==> src/rtl/assert_macros.svh <==
// Assertion macros shared by the camera basis RTL.
`ifndef ASSERT_MACROS_SVH
`define ASSERT_MACROS_SVH

// Same-cycle implication, sampled on i_clk, off while i_rst_n is low.
`define CB_ASSERT_IMP(lbl, ante, cons) \
    lbl: assert property (@(posedge i_clk) disable iff (!i_rst_n) (ante) |-> (cons)) \
        else $error("same-cycle implication failed");

// Next-cycle implication, sampled on i_clk, off while i_rst_n is low.
`define CB_ASSERT_NXT(lbl, ante, cons) \
    lbl: assert property (@(posedge i_clk) disable iff (!i_rst_n) (ante) |=> (cons)) \
        else $error("next-cycle implication failed");

`endif

==> src/rtl/cbasis_pkg.sv <==
// Types, constants and constant functions for the camera basis pipeline.
package cbasis_pkg;

    localparam int VEC_FRAC_BITS = 14;
    localparam int OUT_W         = 16;

    // Angle reduction, 1/64 degree units
    localparam int FULL_TURN    = 23040;
    localparam int HALF_TURN    = 11520;
    localparam int QUARTER_TURN = 5760;
    localparam int ANG_SHIFT    = 14;

    // CORDIC datapath
    localparam int CORDIC_W = 33;
    localparam int ZW       = 29;
    localparam int ATAN_W   = 26;
    localparam longint CORDIC_GAIN_Q30 = 652032874;

    // Normalizer datapath
    localparam int MAG_W      = 31;
    localparam int SQ_W       = 64;
    localparam int SQRT_STEPS = 32;
    localparam int LEN_W      = 32;
    localparam int QUO_W      = VEC_FRAC_BITS + 1;
    localparam int REM_W      = LEN_W + QUO_W;

    // Cross product datapath
    localparam int PRD_W   = 32;
    localparam int CROSS_W = 33;

    typedef enum logic [1:0] {
        CFG_WORLD_UP_X = 2'd0,
        CFG_WORLD_UP_Y = 2'd1,
        CFG_WORLD_UP_Z = 2'd2
    } t_cfg_idx;

    typedef struct packed {
        logic signed [CORDIC_W-1:0] x;
        logic signed [CORDIC_W-1:0] y;
        logic signed [ZW-1:0]       z;
    } t_lane;

    // atan(2^-k) in units of 2^-20 degree
    function automatic logic [ATAN_W-1:0] atan_deg20(input logic [4:0] k);
        logic [ATAN_W-1:0] a;
        case (k)
            5'd0:  a = 26'd47185920;
            5'd1:  a = 26'd27855475;
            5'd2:  a = 26'd14718068;
            5'd3:  a = 26'd7471121;
            5'd4:  a = 26'd3750058;
            5'd5:  a = 26'd1876857;
            5'd6:  a = 26'd938658;
            5'd7:  a = 26'd469358;
            5'd8:  a = 26'd234682;
            5'd9:  a = 26'd117342;
            5'd10: a = 26'd58671;
            5'd11: a = 26'd29335;
            5'd12: a = 26'd14668;
            5'd13: a = 26'd7334;
            5'd14: a = 26'd3667;
            5'd15: a = 26'd1833;
            5'd16: a = 26'd917;
            5'd17: a = 26'd458;
            5'd18: a = 26'd229;
            5'd19: a = 26'd115;
            5'd20: a = 26'd57;
            5'd21: a = 26'd29;
            5'd22: a = 26'd14;
            5'd23: a = 26'd7;
            5'd24: a = 26'd4;
            5'd25: a = 26'd2;
            5'd26: a = 26'd1;
            default: a = 26'd0;
        endcase
        return a;
    endfunction

    // Cosine output of the CORDIC at angle zero; used at elaboration only
    function automatic logic signed [CORDIC_W-1:0] cordic_unit(input int steps);
        longint x;
        longint y;
        longint z;
        longint dx;
        longint dy;
        x = CORDIC_GAIN_Q30;
        y = 0;
        z = 0;
        for (int i = 0; i < steps; i++) begin
            dx = y >>> (i % 32);
            dy = x >>> (i % 32);
            if (z >= 0) begin
                x = x - dx;
                y = y + dy;
                z = z - longint'(atan_deg20(5'(i % 32)));
            end else begin
                x = x + dx;
                y = y - dy;
                z = z + longint'(atan_deg20(5'(i % 32)));
            end
        end
        return CORDIC_W'(x);
    endfunction

endpackage

==> src/rtl/cbasis_cordic_cell.sv <==
// One CORDIC rotation step for the yaw and pitch lanes.
module cbasis_cordic_cell #(
    parameter int STEP = 0
) (
    input  logic                    i_clk,
    input  logic                    i_rst_n,
    input  logic                    i_en,
    input  logic                    i_vld,
    input  cbasis_pkg::t_lane [1:0] i_lane,
    input  logic [1:0]              i_flip,
    output logic                    o_vld,
    output cbasis_pkg::t_lane [1:0] o_lane,
    output logic [1:0]              o_flip
);
    import cbasis_pkg::*;

    localparam int SH = STEP % 32;
    localparam logic signed [ZW-1:0] ATAN = ZW'(atan_deg20(5'(SH)));

    logic            r_vld;
    t_lane [1:0]     r_lane;
    t_lane [1:0]     n_lane;
    logic [1:0]      r_flip;

    always_comb begin
        for (int l = 0; l < 2; l++) begin
            if (i_lane[l].z >= 0) begin
                n_lane[l].x = i_lane[l].x - (i_lane[l].y >>> SH);
                n_lane[l].y = i_lane[l].y + (i_lane[l].x >>> SH);
                n_lane[l].z = i_lane[l].z - ATAN;
            end else begin
                n_lane[l].x = i_lane[l].x + (i_lane[l].y >>> SH);
                n_lane[l].y = i_lane[l].y - (i_lane[l].x >>> SH);
                n_lane[l].z = i_lane[l].z + ATAN;
            end
        end
    end

    always_ff @(posedge i_clk) begin
        if (!i_rst_n) begin
            r_vld <= 1'b0;
        end else if (i_en) begin
            r_vld <= i_vld;
        end
    end

    always_ff @(posedge i_clk) begin
        if (i_en) begin
            r_lane <= n_lane;
            r_flip <= i_flip;
        end
    end

    assign o_vld  = r_vld;
    assign o_lane = r_lane;
    assign o_flip = r_flip;

endmodule

==> config.mk <==
export PLATFORM = sky130hd
export DESIGN_NAME = cbasis_cordic_cell
export DESIGN_NICKNAME = d
export VERILOG_FILES = /design/src/rtl/assert_macros.svh /design/src/rtl/cbasis_pkg.sv /design/src/rtl/cbasis_cordic_cell.sv
export SDC_FILE = /design/constraint.sdc
export NUM_CORES = 1
export LEC_CHECK = 0
export BUFFER_PORTS_ARGS = -buffer_cell sky130_fd_sc_hd__buf_2
export CAP_MARGIN = 25
export CORE_ASPECT_RATIO = 1.2
export CORE_MARGIN = 2
export CORE_UTILIZATION = 51
export CTS_CLUSTER_DIAMETER = 50
export DETAILED_ROUTE_END_ITERATION = 12
export GPL_TIMING_DRIVEN = 1
export PLACE_DENSITY = 0.88
export SYNTH_ARGS = -nofsm -noshare
export SYNTH_HDL_FRONTEND = slang
export SYNTH_SLANG_ARGS = --single-unit
==> constraint.sdc <==
create_clock -name i_clk -period 4.3 [get_ports i_clk]
set_clock_uncertainty 0.15 [all_clocks]
set_input_delay 1.29 -clock i_clk [delete_from_list [all_inputs] [get_ports i_clk]]
set_output_delay 1.29 -clock i_clk [all_outputs]
set_load 0.01 [all_outputs]
Word-level counts from Yosys, hierarchy flattened
Index checks and enable logic that the tools add are counted.
{ "totals": {"register_bits": 193, "in_bits": 196, "out_inout_bits": 193} }
{ "classes": {"add_sub_neg": 10, "order_cmp": 2, "muxes": 2} }
{ "ops": {"columns": ["operator", "n"], "rows": [
  ["$mux 95", 2],
  ["$sub 33x33->33", 4],
  ["$add 33x33->33", 2],
  ["$add 29x27->29 const B", 2],
  ["$ge 29x1->1 const B", 2],
  ["$sub 29x27->29 const B", 2]
]} }

Longest topological paths before layout
Gate-level depths: netlist (run 1).
{ "logic_depth": {"word_depth": 2, "ltp_mapped": 15} }

Worst setup path before layout (run 1)
No wires, ideal clock.
{ "synth_path": {"path_type": "input -> register", "startpoint": "in i_lane[29] in the netlist's numbering", "endpoint": "reg r_lane (netlist bit o_lane[59]), data pin", "setup_ps": 260, "t_arrival_ps": 3802, "t_required_ps": 3890, "setup_slack_ps": 89, "cell_stages": 13, "n_path_buf": 0, "path_cell_list": "ha_1 -> fa_1 -> nor2b_1 -> o311ai_1 -> a41oi_1 -> a221oi_2 -> o21ai_1 -> a21o_1 -> and3_1 -> nor3_1 -> nor2_1 -> a31oi_1 -> xnor2_1"} }
{ "synth_rtl": {"columns": ["element", "line_no", "source"], "rows": [
  ["from (decl)", "cbasis_cordic_cell.sv:9", "input cbasis_pkg::t_lane [1:0] i_lane,"],
  ["to (signal assigned)", "cbasis_cordic_cell.sv:49", "r_lane <= n_lane;"],
  ["to (decl)", "cbasis_cordic_cell.sv:21", "t_lane [1:0] r_lane;"]
]} }

==> impl_results.md, run 1 <==
- Worst Max-Slew Pin Slew: 0.831 ns
- WHS Path Cells: 2
- Latest clock arrival within the worst-skew pair: 0.46 ns
- Worst Path Buf+Inv: 6
- CP max stage delay: 0.33 ns
- Ys async rst share: 0%
- Starting Density: 51.9%
- CTS Buf Count: 17
- Die Footprint: 35200 um^2
- Crit path launch type: primary input
- H-tree depth: 4
- Syn_area_per_cell: 8.95 um^2
- Setup ws final: 0.113 ns
- Critical path endpoint category: register
- Mapped Nets: 2351
- Gate Count Post-Synth: 1923
- # IOs: 389
- Wirelength per Cell: 19.5 um
- Final setup viols: 0
- Commonest non-fill, non-tap cell in the layout: buf_2
- Met2 wire len: 30.7 mm
- # port buffers: 388
- Die W: around 170 um
- Worst vdd ir: between 0.15 and 0.2 mV
- Top Metal Used: met4
- Overflow left after global routing: 0
- Yosys warnings: 0
- R2R Setup Slk: 3.52 ns
- CTS tree: done
- Worst R2R End: o_vld$_SDFFE_PN0P_
- Total track usage: 33.0%
- Via count: 17500
- Fin. max-slew vios: 0
- WL met1: around 21 mm
- HP Start: o_vld$_SDFFE_PN0P_
- Nets: 3018
- RePlAce Congestion: 1.00
- Cts hold-fix bufs: 0
- Post-DRT Antenna Nets: 0
- Endpoint, Worst Hold: o_vld$_SDFFE_PN0P_
- Worst Path Max Fanout: 3
- HPWL after DPL: 47.7 mm
- Slew HR: 44.6%
- HP Class: register to register
- Type of the worst setup path: primary input to register
- Area leader, netlist: edfxtp_1
- Crit-path leading delay family: compound AO/OA/AOI/OAI gates
- Lkg Pwr: between 10 and 15 nW
- Register area share after synthesis: 33.3%
- Critical Path RT: 4.36 ns
- Post-Place Worst Slack: -0.573 ns
- Final hold viol count: 0
- Critical Path, Cell by Cell: buf_2, inv_1, ha_1, nor4_2, buf_4, nand2_1, a21oi_2, nor4_2, buf_4, o31ai_4, buf_4, a41oi_2, o31ai_1, buf_4, a21bo_2, a41oi_1, mux2i_1, xnor2_1
- Total length of routed wires: 59.8 mm
- Largest net degree at the start of global routing: 85
- Share of cells above drive strength 1: 31.4%
- CP dominant cell by count: buf_4
- Max-cap violation count: 0
- Synthesized area: 17200 um^2
- Core Region: roughly 33000 um^2
- Clk Tree Root Cell: clkbuf_16
- Maximum clock path buffer count: 2
- Initial antenna violation count: 7
- Area grow syn2layout: 32.2%
- Initial DRC count: 1653
- Slowest library cell on the worst path: ha_1
- Data arrival time of the worst path: between 4 and 5 ns
- Largest cells by area after synthesis: edfxtp_1 (33%), ha_1 (16%), a21oi_1 (6.5%)
- Wire length of the first global-routing pass: 90.3 mm
- Site Rows: 73
- Final core occ: 68.6%
- Number of remaining DRC errors: 0
- #FFs+latches synth: between 150 and 200
- Routed wire length on met3: 4.73 mm
- Final worst path period share: 97.4%
- # clock sinks: 191
- Vias in the first global route: 17500
- R2R depth: 2
- CTS clk-pin slew, worst paths: 0.08 ns
- Die Height: a little over 200 um
- Most frequent cells in the layout: buf_2 (387), buf_4 (341), ha_1 (223)
- P per Cell Area: between 300 and 400 nW/um^2
- Most used DFF post-synth: edfxtp_1
- Vias per std cell: 5.71
- Period minus WS final: ~4.2 ns
- Reg-to-reg startpoint: o_vld$_SDFFE_PN0P_
- Area share of the largest cell type after synthesis: 33.2%
- Placed insts: 3020
- CP startpoint: i_lane[36]
- Status: finished clean
- EDFF count, synth: 190
- Fmax: 239 MHz
- Drt first pass iters: 6
- Non-Filler Instances: 3060
- Cell variety after synth: 91
-- state kept, by name, summed over array words and instances, names as in the netlist --
signal and flops:
o_vld 1, o_flip 2, o_lane 188
-- how the worst max path moves through the flow --
stage / end / slack (ns) / depth (start not counted)
6_report: o_lane[91]$_DFFE_PP_ / 0.11 / 18
5_1_grt: o_lane[93]$_DFFE_PP_ / -0.05 / 16
4_1_cts: o_lane[189]$_DFFE_PP_ / 0.002 / 14
3_5_place_dp: o_lane[189]$_DFFE_PP_ / -0.57 / 14
3_3_place_gp: o_lane[156]$_DFFE_PP_ / -0.44 / 14
2_1_floorplan: o_lane[59]$_DFFE_PP_ / 0.09 / 13
-- Yosys cell counts, types with 4 or more instances --
cell and count:
a211oi_1 17, a21o_1 38, nand4_1 12, o21ai_0 127
or3_1 11, nand3_1 28, mux2i_1 29, o21a_1 11
buf_2 11, or2_2 4, clkinv_1 7, o211ai_1 6
inv_1 202, a31oi_1 12, xnor2_1 120, a2111oi_0 10
clkbuf_1 56, a21oi_1 225, nor2b_1 20, fa_1 8
o31a_1 7, buf_4 5, o221ai_1 4, buf_1 8
nor3_1 39, o21bai_1 59, a211o_1 9, o21ai_1 6
ha_1 224, edfxtp_1 190, a221oi_1 4, xor2_1 16
nor2_1 168, o22ai_1 4, o31ai_1 16, nor4_1 15
nand2b_1 17, nand2_1 93, and3_1 4, o41ai_1 4
-- per-stage QoR --
stage / TNS, ns / total power [mW] / hold WS [ns] / cell area, um^2
floorplan: 0 / 3.98 / 0.388 / 17200
global placement: -10.54 / 5.19 / 0.351 / 21900
detailed placement: -13.86 / 5.25 / 0.420 / 21900
CTS: 0 / 6.96 / 0.431 / 22600
global route: -0.139 / 7.32 / 0.461 / 22800
finish: 0 / 7.01 / 0.415 / 22800
-- logic make-up (layout without fill, tap and decap cells) --
logic type,Yosys count,after routing,synth area share [%]
AOI/OAI and AO/OA,613,613,22.6
xor gates and xnor gates,136,136,6.92
adders and majority gates,232,232,17.2
buffers and inverters,294,974,6.73
DFF,191,191,33.3
muxes,30,30,1.75
other,0,7,0
and+or+nand+nor,427,427,11.5
-- tightest hold or removal path, stage by stage (launching register included) --
cell	delay, ns
dfxtp_1	0.33
mux2i_1	0.13
nor2b_1	0.06
-- metal layers --
| metal | vias to the layer above | GRT usage (%) |
|---|---|---|
| met5 | - | 0 |
| met4 | 0 | 18.3 |
| met3 | 201 | 6.25 |
| met2 | 950 | 59.7 |
| met1 | 8165 | 35.9 |
| li1 | 8163 | - |
-- power breakdown --
group	total, mW	switching, mW	internal, mW
registers	2.51	0.0938	2.41
logic	2.81	1.60	1.21
clock network	1.70	0.898	0.802
-- area by class of cell --
class                      count  area, um^2
antenna                        7        17.5
clock buffer                  17         425
clock inverter                15         204
fill                        2608       10400
inverter                     211         792
multi-input combinational   1438       10500
sequential                   191        5730
tap                          450         563
timing repair buffer         731        4550
-- repair_timing --
item / 4_1_cts / 5_1_grt
endpoints found under the setup margin: 6 / 25
buffers inserted: 0 / 1
pin swaps: 2 / 9
resized for setup: 3 / 35
(Power assumes the default switching activity.)
==> inputs of run 2 (changes only) <==
--- a/config.mk
+++ b/config.mk
@@ -8,5 +8,4 @@
 export BUFFER_PORTS_ARGS = -buffer_cell sky130_fd_sc_hd__buf_2
 export CAP_MARGIN = 25
-export CORE_ASPECT_RATIO = 1.2
 export CORE_MARGIN = 2
 export CORE_UTILIZATION = 51
@@ -14,4 +13,5 @@
 export DETAILED_ROUTE_END_ITERATION = 12
 export GPL_TIMING_DRIVEN = 1
+export MAX_ROUTING_LAYER = met4
 export PLACE_DENSITY = 0.88
 export SYNTH_ARGS = -nofsm -noshare
--- a/constraint.sdc
+++ b/constraint.sdc
@@ -3,3 +3,3 @@
 set_input_delay 1.29 -clock i_clk [delete_from_list [all_inputs] [get_ports i_clk]]
 set_output_delay 1.29 -clock i_clk [all_outputs]
-set_load 0.01 [all_outputs]
+set_load 0.05 [all_outputs]
==> run 2 against run 1 <==
Effect of this change: flip-flop and latch count unchanged; non-clock buffer count shrank 13; setup slack lost 0.052 ns; combinational power rose by 28%; final cell count shrank 0.62%; largest power group unchanged; clock power decreased by 2%.
==> impl_results.md, run 2 (synthesized netlist as in run 1, its figures left out) <==
- CTS clk-pin slew, worst paths: 0.08 ns (about the same)
- # port buffers: 388 (unchanged)
- Drt first pass iters: 6 (unchanged)
- Post-DRT Antenna Nets: 0 (unchanged)
- Wirelength per Cell: 19.1 um (was 19.5 um)
- Site Rows: 67 (was 73)
- Initial antenna violation count: 3 (was 7)
- Area grow syn2layout: 31.3% (was 32.2%)
- Overflow left after global routing: 0 (unchanged)
- Worst vdd ir: 0.277 mV (was 0.193 mV)
- Final Hold Slack: 0.421 ns (was 0.415 ns)
- Fmax: 236 MHz (was 239 MHz)
- Vias per std cell: 5.73 (was 5.71)
- Final hold viol count: 0 (unchanged)
- Number of remaining DRC errors: 0 (unchanged)
- Maximum clock path buffer count: 2 (unchanged)
- Core Region: 33400 um^2 (was 33200 um^2)
- CP dominant cell by count: buf_4 (unchanged)
- Worst Max-Slew Pin Slew: 0.757 ns (was 0.831 ns)
- Via count: 17400 (was 17500)
- Total length of routed wires: 58.2 mm (was 59.8 mm)
- Post-route design area: 22600 um^2 (was 22800 um^2)
- Final worst path period share: 98.6% (was 97.4%)
- Worst Path Max Fanout: 4 (was 3)
- R2R Setup Slk: 3.52 ns (about the same)
- Initial DRC count: 1774 (was 1653)
- # IOs: 389 (unchanged)
- Max-cap violation count: 0 (unchanged)
- H-tree depth: 4 (unchanged)
- Critical Path, Cell by Cell: buf_2, ha_1, fa_1, nor2b_1, o311ai_2, a41oi_2, a221oi_2, buf_4, o2111a_1, nor2_1, a211oi_2, buf_4, o21bai_1, a21oi_1, xnor2_1 (was buf_2, inv_1, ha_1, nor4_2, buf_4, nand2_1, a21oi_2, nor4_2, buf_4, o31ai_4, buf_4, a41oi_2, o31ai_1, buf_4, a21bo_2, a41oi_1, mux2i_1, xnor2_1)
- Clk Tree Root Cell: clkbuf_16 (unchanged)
- Share of cells above drive strength 1: 30.8% (was 31.4%)
- Latest clock arrival within the worst-skew pair: 0.45 ns (was 0.46 ns)
- HPWL after DPL: 47.0 mm (was 47.7 mm)
- Largest net degree at the start of global routing: 66 (was 85)
- Type of the worst setup path: primary input to register (unchanged)
- Slowest library cell on the worst path: fa_1 (was ha_1)
- Final setup viols: 0 (unchanged)
- P per Cell Area: 344 nW/um^2 (was 308 nW/um^2)
- Largest register FFs: 188 (unchanged)
- CTS tree: done (unchanged)
- Cts hold-fix bufs: 0 (unchanged)
- Critical Path RT: 4.35 ns (was 4.36 ns)
- Placed cell area: 21800 um^2 (was 21900 um^2)
- CTS Buf Count: 17 (unchanged)
- Total track usage: 33.1% (was 33.0%)
- Lkg Pwr: 10.7 nW (was 10.8 nW)
- Die Height: 188 um (was 205 um)
- Nets: 3005 (was 3018)
- Critical path endpoint category: register (unchanged)
- Data arrival time of the worst path: 4.29 ns (was 4.24 ns)
- Period minus WS final: 4.24 ns (was 4.19 ns)
- Slew HR: 48.3% (was 44.6%)
- Die W: 188 um (was 172 um)
- HP Class: register to register (unchanged)
- Vias in the first global route: 17200 (was 17500)
- Die Footprint: 35200 um^2 (about the same)
- Fin. max-slew vios: 0 (unchanged)
- CP max stage delay: 0.42 ns (was 0.33 ns)
- Wire length of the first global-routing pass: 89.7 mm (was 90.3 mm)
- # clock sinks: 191 (unchanged)
- Starting Density: 51.6% (was 51.9%)
- Total Neg Setup Slack: 0 ns (unchanged)
- Commonest non-fill, non-tap cell in the layout: buf_2 (unchanged)
- Crit path launch type: primary input (unchanged)
- RePlAce Congestion: 1.00 (about the same)
- Status: finished clean (unchanged)
- Most frequent cells in the layout: buf_2 (387), buf_4 (329), ha_1 (224) (was buf_2 (387), buf_4 (341), ha_1 (223))
run 2: cell count changes in the layout (fill, tap and decap cells not counted), moves of 3 or more:
| cell | previous run | this run |
|---|---|---|
| o21ai_1 | 8 | 12 |
| a2111oi_1 | 5 | 1 |
| diode_2 | 7 | 3 |
| clkinv_8 | 8 | 1 |
| buf_4 | 341 | 329 |
| o21ai_0 | 123 | 120 |
| inv_6 | 4 | 7 |
run 2: cell type report:
cell class                      instances  area, um^2
Clock inverter                         15         175
Sequential cell                       191        5730
Clock buffer                           17         425
Fill cell                            2643       10800
Tap cell                              448         561
Inverter                              211         792
Timing Repair Buffer                  718        4440
Multi-Input combinational cell       1438       10500
Antenna cell                            3        7.51
run 2: worst paths after layout:
path	endpoint	startpoint	cells past startpoint
min	o_vld$_SDFFE_PN0P_	o_vld$_SDFFE_PN0P_	2
max	o_lane[94]$_DFFE_PP_	i_lane[29]	15
max reg2reg	o_vld$_SDFFE_PN0P_	o_vld$_SDFFE_PN0P_	2
min reg2reg	o_vld$_SDFFE_PN0P_	o_vld$_SDFFE_PN0P_	2
run 2: what timing repair did:
item | CTS | global route
gates resized for setup | 3 | 31
pin swaps | 0 | 6
endpoints found under the setup margin | 4 | 26
setup buffers | 0 | 1
run 2: through the flow:
step / total power, mW / utilization [%] / setup WS, ns / std cells
CTS: 7.71 / 67.3 / 0.0147 / 3037
finish: 7.77 / 67.7 / 0.0611 / 3041
floorplan: 4.80 / - / 0.0889 / 1923
global route: 8.06 / 67.7 / -0.0334 / 3041
detailed placement: 6.05 / 65.4 / -0.560 / 3005
global placement: 5.99 / 65.4 / -0.564 / 3005
run 2: layer usage:
layer / GRT usage (%) / share of wire [%] / vias up
met5: - / 0 / -
met4: 12.7 / 3.3 / 0
met3: 5.03 / 7.7 / 142
met2: 54.5 / 48 / 945
met1: 41.2 / 41 / 8205
li1: - / - / 8130
run 2: worst max-delay path, delay by kind of cell:
family / cells / cell delay [ns]
AO/OA/AOI/OAI: 7 / 1.59
adder cells (fa/ha/maj): 2 / 0.64
buffers and inverters: 3 / 0.45
AND/OR/NAND/NOR: 2 / 0.24
XOR/XNOR: 1 / 0.08
run 2: power breakdown:
group	switching (mW)	leakage [nW]	internal [mW]
Clock	0.783	0.295	0.877
Sequential	0.0917	1.87	2.41
Combinational	2.41	8.57	1.20
